`src/rtl/core/msp_flow_frame_parser_macros.svh`:
```
// Assertion macros for the MSP flow frame parser.
// Included by the top level; expects clk and rst_n in scope.
`ifndef MSP_FLOW_FRAME_PARSER_MACROS_SVH
`define MSP_FLOW_FRAME_PARSER_MACROS_SVH

// Same-cycle implication, disabled while in reset.
`define MSP_ASSERT_NOW(label, ante, cons, msg) \
  label: assert property (@(posedge clk) disable iff (!rst_n) (ante) |-> (cons)) \
    else $error(msg);

// Next-cycle implication, disabled while in reset.
`define MSP_ASSERT_NEXT(label, ante, cons, msg) \
  label: assert property (@(posedge clk) disable iff (!rst_n) (ante) |=> (cons)) \
    else $error(msg);

`endif

```
`src/rtl/core/mspffp_pkg.sv`:
```
// Shared constants and controller/datapath interface types for the
// MSP flow frame parser. No dependencies.
package mspffp_pkg;

  localparam int unsigned OUT_FRAC_BITS_DEF = 8;

  localparam int unsigned BYTE_W  = 8;
  localparam int unsigned REG_W   = 16;
  localparam int unsigned WORD_W  = 32;
  localparam int unsigned OUT_W   = 56;
  localparam int unsigned POS_W   = 5;
  localparam int unsigned CIDX_W  = 2;

  localparam logic [BYTE_W-1:0] SYNC_BYTE    = 8'h24;
  localparam logic [REG_W-1:0]  CMD_DISTANCE = 16'd7937;
  localparam logic [REG_W-1:0]  CMD_FLOW     = 16'd7938;

  // Frame positions
  localparam logic [POS_W-1:0] POS_CMD_LO    = 5'd4;
  localparam logic [POS_W-1:0] POS_CMD_HI    = 5'd5;
  localparam logic [POS_W-1:0] POS_PAY_FIRST = 5'd9;
  localparam logic [POS_W-1:0] POS_WORD0_END = 5'd12;
  localparam logic [POS_W-1:0] POS_PAY_LAST  = 5'd16;
  localparam logic [POS_W-1:0] POS_REPORT    = 5'd17;
  localparam logic [POS_W-1:0] POS_MAX       = 5'd31;

  // Configuration register indexes
  localparam logic [CIDX_W-1:0] CFG_DIST_LO    = 2'd0;
  localparam logic [CIDX_W-1:0] CFG_DIST_HI    = 2'd1;
  localparam logic [CIDX_W-1:0] CFG_SCALE_COEF = 2'd2;

  localparam logic [REG_W-1:0] DIST_LO_RST    = 16'd0;
  localparam logic [REG_W-1:0] DIST_HI_RST    = 16'd2000;
  localparam logic [REG_W-1:0] SCALE_COEF_RST = 16'd1677;

  typedef struct packed {
    logic accept_byte;
    logic range_check;
    logic mul_dc;
    logic mul_x;
    logic mul_y;
    logic load_out;
  } ctrl_cmd_t;

  typedef struct packed {
    logic report_hit;
  } ctrl_stat_t;

endpackage

```
`src/rtl/core/mspffp_ctrl.sv`:
```
// Sequencing state machine for the MSP flow frame parser.
// Depends on mspffp_pkg; drives the datapath through ctrl_cmd_t.
module mspffp_ctrl (
  input  logic                   clk,
  input  logic                   rst_n,
  input  logic                   in_valid,
  output logic                   in_stall,
  output logic                   out_valid,
  input  logic                   out_stall,
  input  mspffp_pkg::ctrl_stat_t stat,
  output mspffp_pkg::ctrl_cmd_t  cmd
);

  typedef enum logic [5:0] {
    ST_IDLE   = 6'b000001,
    ST_CHECK  = 6'b000010,
    ST_MUL_DC = 6'b000100,
    ST_MUL_X  = 6'b001000,
    ST_MUL_Y  = 6'b010000,
    ST_FIN    = 6'b100000
  } state_t;

  state_t state_r, state_nxt;
  logic   out_valid_r, out_valid_nxt;
  logic   out_free;

  assign out_free = !out_valid_r || !out_stall;

  always_comb begin
    cmd             = '0;
    state_nxt       = state_r;
    case (state_r)
      ST_IDLE: begin
        cmd.accept_byte = in_valid;
        if (in_valid && stat.report_hit) begin
          state_nxt = ST_CHECK;
        end
      end
      ST_CHECK: begin
        cmd.range_check = 1'b1;
        state_nxt       = ST_MUL_DC;
      end
      ST_MUL_DC: begin
        cmd.mul_dc = 1'b1;
        state_nxt  = ST_MUL_X;
      end
      ST_MUL_X: begin
        cmd.mul_x = 1'b1;
        state_nxt = ST_MUL_Y;
      end
      ST_MUL_Y: begin
        cmd.mul_y = 1'b1;
        state_nxt = ST_FIN;
      end
      ST_FIN: begin
        // hold until the output register is free
        if (out_free) begin
          cmd.load_out = 1'b1;
          state_nxt    = ST_IDLE;
        end
      end
      default: begin
        state_nxt = ST_IDLE;
      end
    endcase
  end

  always_comb begin
    if (cmd.load_out) begin
      out_valid_nxt = 1'b1;
    end else if (out_valid_r && !out_stall) begin
      out_valid_nxt = 1'b0;
    end else begin
      out_valid_nxt = out_valid_r;
    end
  end

  always_ff @(posedge clk) begin
    if (!rst_n) begin
      state_r     <= ST_IDLE;
      out_valid_r <= 1'b0;
    end else begin
      state_r     <= state_nxt;
      out_valid_r <= out_valid_nxt;
    end
  end

  assign in_stall  = (state_r != ST_IDLE);
  assign out_valid = out_valid_r;

endmodule

```
`config.mk`:
```
export PLATFORM = sky130hd
export DESIGN_NAME = mspffp_ctrl
export DESIGN_NICKNAME = d
export VERILOG_FILES = /design/src/rtl/core/msp_flow_frame_parser_macros.svh /design/src/rtl/core/mspffp_pkg.sv /design/src/rtl/core/mspffp_ctrl.sv
export SDC_FILE = /design/constraint.sdc
export NUM_CORES = 1
export LEC_CHECK = 0
export BUFFER_PORTS_ARGS = -buffer_cell sky130_fd_sc_hd__buf_2
export CAP_MARGIN = 0
export CORE_AREA = 5 5 42 44
export DETAILED_ROUTE_END_ITERATION = 12
export DIE_AREA = 0 0 47 49
export MAX_ROUTING_LAYER = met4
export SYNTH_ARGS = -nofsm -noshare
export SYNTH_HDL_FRONTEND = slang
export SYNTH_SLANG_ARGS = --single-unit
export TNS_END_PERCENT = 30
```
`constraint.sdc`:
```
create_clock -name clk -period 2.84 [get_ports clk]
set_clock_uncertainty 0.1 [all_clocks]
set_input_delay 0.284 -clock clk [delete_from_list [all_inputs] [get_ports clk]]
set_output_delay 0.284 -clock clk [all_outputs]
set_load 0.01 [all_outputs]
```
==> impl_metrics.env <==
export IMPL_hold_class="input pin to register"
export IMPL_slew_headroom=0.733
export IMPL_worstReg2RegEnd="state_r[5]"
export IMPL_worst_slew_pin_slew_ns=0.397
export IMPL_num_io_pins=13
export IMPL_firstDrtPassIters=2
export IMPL_max_vdd_ir_drop_uv=245
export IMPL_maximum_single_stage_delay_on_the_critical_path_ns=0.38
export IMPL_fin_tns_setup_ns=0
export IMPL_crit_end="cmd[0]"
export IMPL_final_util=0.333
export IMPL_clock_sinks=7
export IMPL_pre_cts_ws_ns=1.27
export IMPL_globalRoute_totalOverflow=0
export IMPL_yosysWarnings=0
export IMPL_horizontal_extent_of_the_die_um=47
export IMPL_placed_cell_area_sq_um=440
export IMPL_post_route_cells_drive_above_1_share=0.411
export IMPL_grt_start_max_net_pins=8
export IMPL_postSynthAreaPerCell_sq_um=8.97
export IMPL_p_total_uw=276
export IMPL_post_synth_fa_ha_maj_area_fraction=0
export IMPL_worst_skew_pair_late_latency_ns=0.25
export IMPL_placedCellCount=68
export IMPL_cp_max_fo=5
export IMPL_final_design_area_no_fill_sq_um=467
export IMPL_yosys_register_bits=7
export IMPL_synth_simple_gate_area_frac=0.388
export IMPL_post_cts_resized_instances=0
export IMPL_route_vias_total=331
export IMPL_syn_area_sq_um=368
export IMPL_layout_setup_ws_ns=1.00
export IMPL_cts_buffers_inserted=3
export IMPL_worstPathArrival_ns=1.45
export IMPL_timing_critical_path_depth=4
export IMPL_worst_ep_required_time_ns=2.46
export IMPL_max_clock_path_buffers=2
export IMPL_setup_worst_path_start_class="register"
export IMPL_finalWeightedCongestion=0.752
export IMPL_timing_hold_ws_ns=0.220
export IMPL_synth_cells=41
export IMPL_initial_utilization=0.263
export IMPL_synthMuxAreaShare=0
export IMPL_synth_largest_area_cell="dfxtp_1"
export IMPL_clk_pin_slew_ns=0.05
export IMPL_critical_path_origin="state_r[3]"
export IMPL_static_leakage_power_nw=0.242
export IMPL_synth_xor_xnor_area_share=0.0238
export IMPL_via_per_inst=4.60
export IMPL_die_area_sq_mm=0.00230
export IMPL_core_sq_mm=0.00140
export IMPL_die_height_um=49
export IMPL_setup_repair_after_global_routing_missed_its_margin="no"
export IMPL_layout_worst_path_cycle_share=0.646
export IMPL_report_final_slew_viol_count=0
export IMPL_global_route_wire_length_before_repair_mm=1.30
export IMPL_critical_path_cell_chain="nor4_2 -> nand3b_1 -> a21oi_1 -> buf_2"
export IMPL_setup_worst_path_end_class="primary output"
export IMPL_antennaDiodeCount=0
export IMPL_hold_fix_buffers_cts=0
export IMPL_yosys_cell_types_count=26
export IMPL_setup_violations_final=0
export IMPL_cts_root_buf="clkbuf_4"
export IMPL_pwrdens_mw_per_mm2=592
export IMPL_io_buffers=12
export IMPL_startpoint_of_the_lowest_slack_register_to_register_path="state_r[3]"
export IMPL_finalHoldViolCount=0
export IMPL_detail_route_wirelength_um=795
export IMPL_htreeDepth=1
export IMPL_route_antenna_remaining_nets=0
export IMPL_number_of_nets_in_the_synthesized_netlist=46
export IMPL_detail_routed_net_length_per_standard_cell_um=11.0
export IMPL_clock_tree_from_tritoncts="yes"
export IMPL_fmax_ghz=0.545
export IMPL_internal_reg_to_reg_setup_slack_ns=1.38
export IMPL_reg2reg_depth=4
export IMPL_number_of_buffers_inserted_to_repair_setup_after_cts=0
export IMPL_drv_max_cap_violation_count=0
export IMPL_post_route_drc_count=0
export IMPL_global_route_usage_total=0.0852
export IMPL_grt_antenna_before_repair=0
export IMPL_run_status="finished, final reports clean"
export IMPL_cell_types_with_the_largest_area_share_after_synthesis="dfxtp_1 38%, nand3b_1 4.1%, nor2_1 4.1%, a211oi_2 3.4%, nor2b_1 3.4%"
export IMPL_std_cell_rows=14
export IMPL_finish_cell_count_without_fillers=72
export IMPL_critPathBufInv=1
export IMPL_crit_slowest_cell="nor4_2"
export IMPL_timing_setup_critical_path_class="register to primary output"
export IMPL_synth_compound_area_frac=0.167
export IMPL_finish_net_count=62
export IMPL_drt_initial_drc_count=3
export IMPL_vias_in_the_first_global_route=325
export IMPL_areaGrowthSynthToFinish_pct=26.9
export IMPL_largest_family_of_logic_cells_by_synthesized_area="simple AND/OR/NAND/NOR gates"
export IMPL_synthDominantCellAreaShare=0.381
export IMPL_ys_seq_area_frac=0.381
export IMPL_min_period_ns=1.84
export IMPL_critical_path_top_delay_family="simple AND/OR/NAND/NOR gates"
==> cell usage after synthesis <==
cell type / instances
dfxtp_1: 7
nor2_1: 4
inv_1: 2
nand2_1: 2
nand3b_1: 2
nor2b_1: 2
nor4_1: 2
o21ai_0: 2
a211oi_2: 1
a21boi_0: 1
a21oi_1: 1
and2_1: 1
and2_2: 1
and2b_2: 1
and3_1: 1
and3b_2: 1
and4b_2: 1
buf_4: 1
nand2_2: 1
nor3_1: 1
nor4_2: 1
o21ai_2: 1
o21ba_1: 1
o21bai_1: 1
or3_1: 1
xnor2_1: 1
==> final cells by class <==
type / count / area (sq um)
multi-input combinational: 31 / 213
tap: 16 / 20.0
inverter: 2 / 7.51
clock buffer: 4 / 26.3
sequential: 7 / 140
fill: 155 / 935
timing repair buffer: 12 / 60.1
==> flip-flops by register name, indices dropped and copies added, names as in the netlist <==
name / flops
out_valid: 1
state_r: 6
==> logic make-up after synthesis <==
| logic type | Yosys count |
|---|---|
| flops | 7 |
| simple gates | 22 |
| xor+xnor | 1 |
| buf+inv | 3 |
| compound gates | 8 |
==> power by group <==
part           internal [mW]  total, mW  switching, mW
sequential             0.106      0.117         0.0117
combinational         0.0357     0.0707         0.0349
clock                 0.0535     0.0884         0.0349
total                  0.195      0.276         0.0815
==> routing by layer <==
| metal | GRT usage | routed length (um) | vias to the layer above | share of wire |
|---|---|---|---|---|
| li1 | - | - | 173 | - |
| met4 | 0.0691 | 8 | 0 | 0.010 |
| met2 | 0.133 | 453 | 5 | 0.57 |
| met1 | 0.0769 | 313 | 151 | 0.39 |
| met3 | 0.0332 | 20 | 2 | 0.025 |
| met5 | - | 0 | - | 0 |
==> how the worst min path moves through the flow <==
stage          slack, ns          to  startpoint  cells after the start
2_1_floorplan       0.34  state_r[4]       rst_n                      2
3_3_place_gp        0.43   out_valid   out_valid                      2
3_5_place_dp        0.43   out_valid   out_valid                      2
4_1_cts             0.21   out_valid       rst_n                      2
5_1_grt             0.22   out_valid       rst_n                      2
6_report            0.22   out_valid       rst_n                      2
==> cell usage in the layout (no fill, tap or decap), types with 2 or more instances in the layout <==
master / n
buf_2: 12
dfxtp_1: 7
nor2_1: 4
clkbuf_4: 3
nand3b_1: 2
nor4_1: 2
nand2_1: 2
inv_1: 2
nor2b_1: 2
o21ai_0: 2
Power figures use the tool's default switching activity.
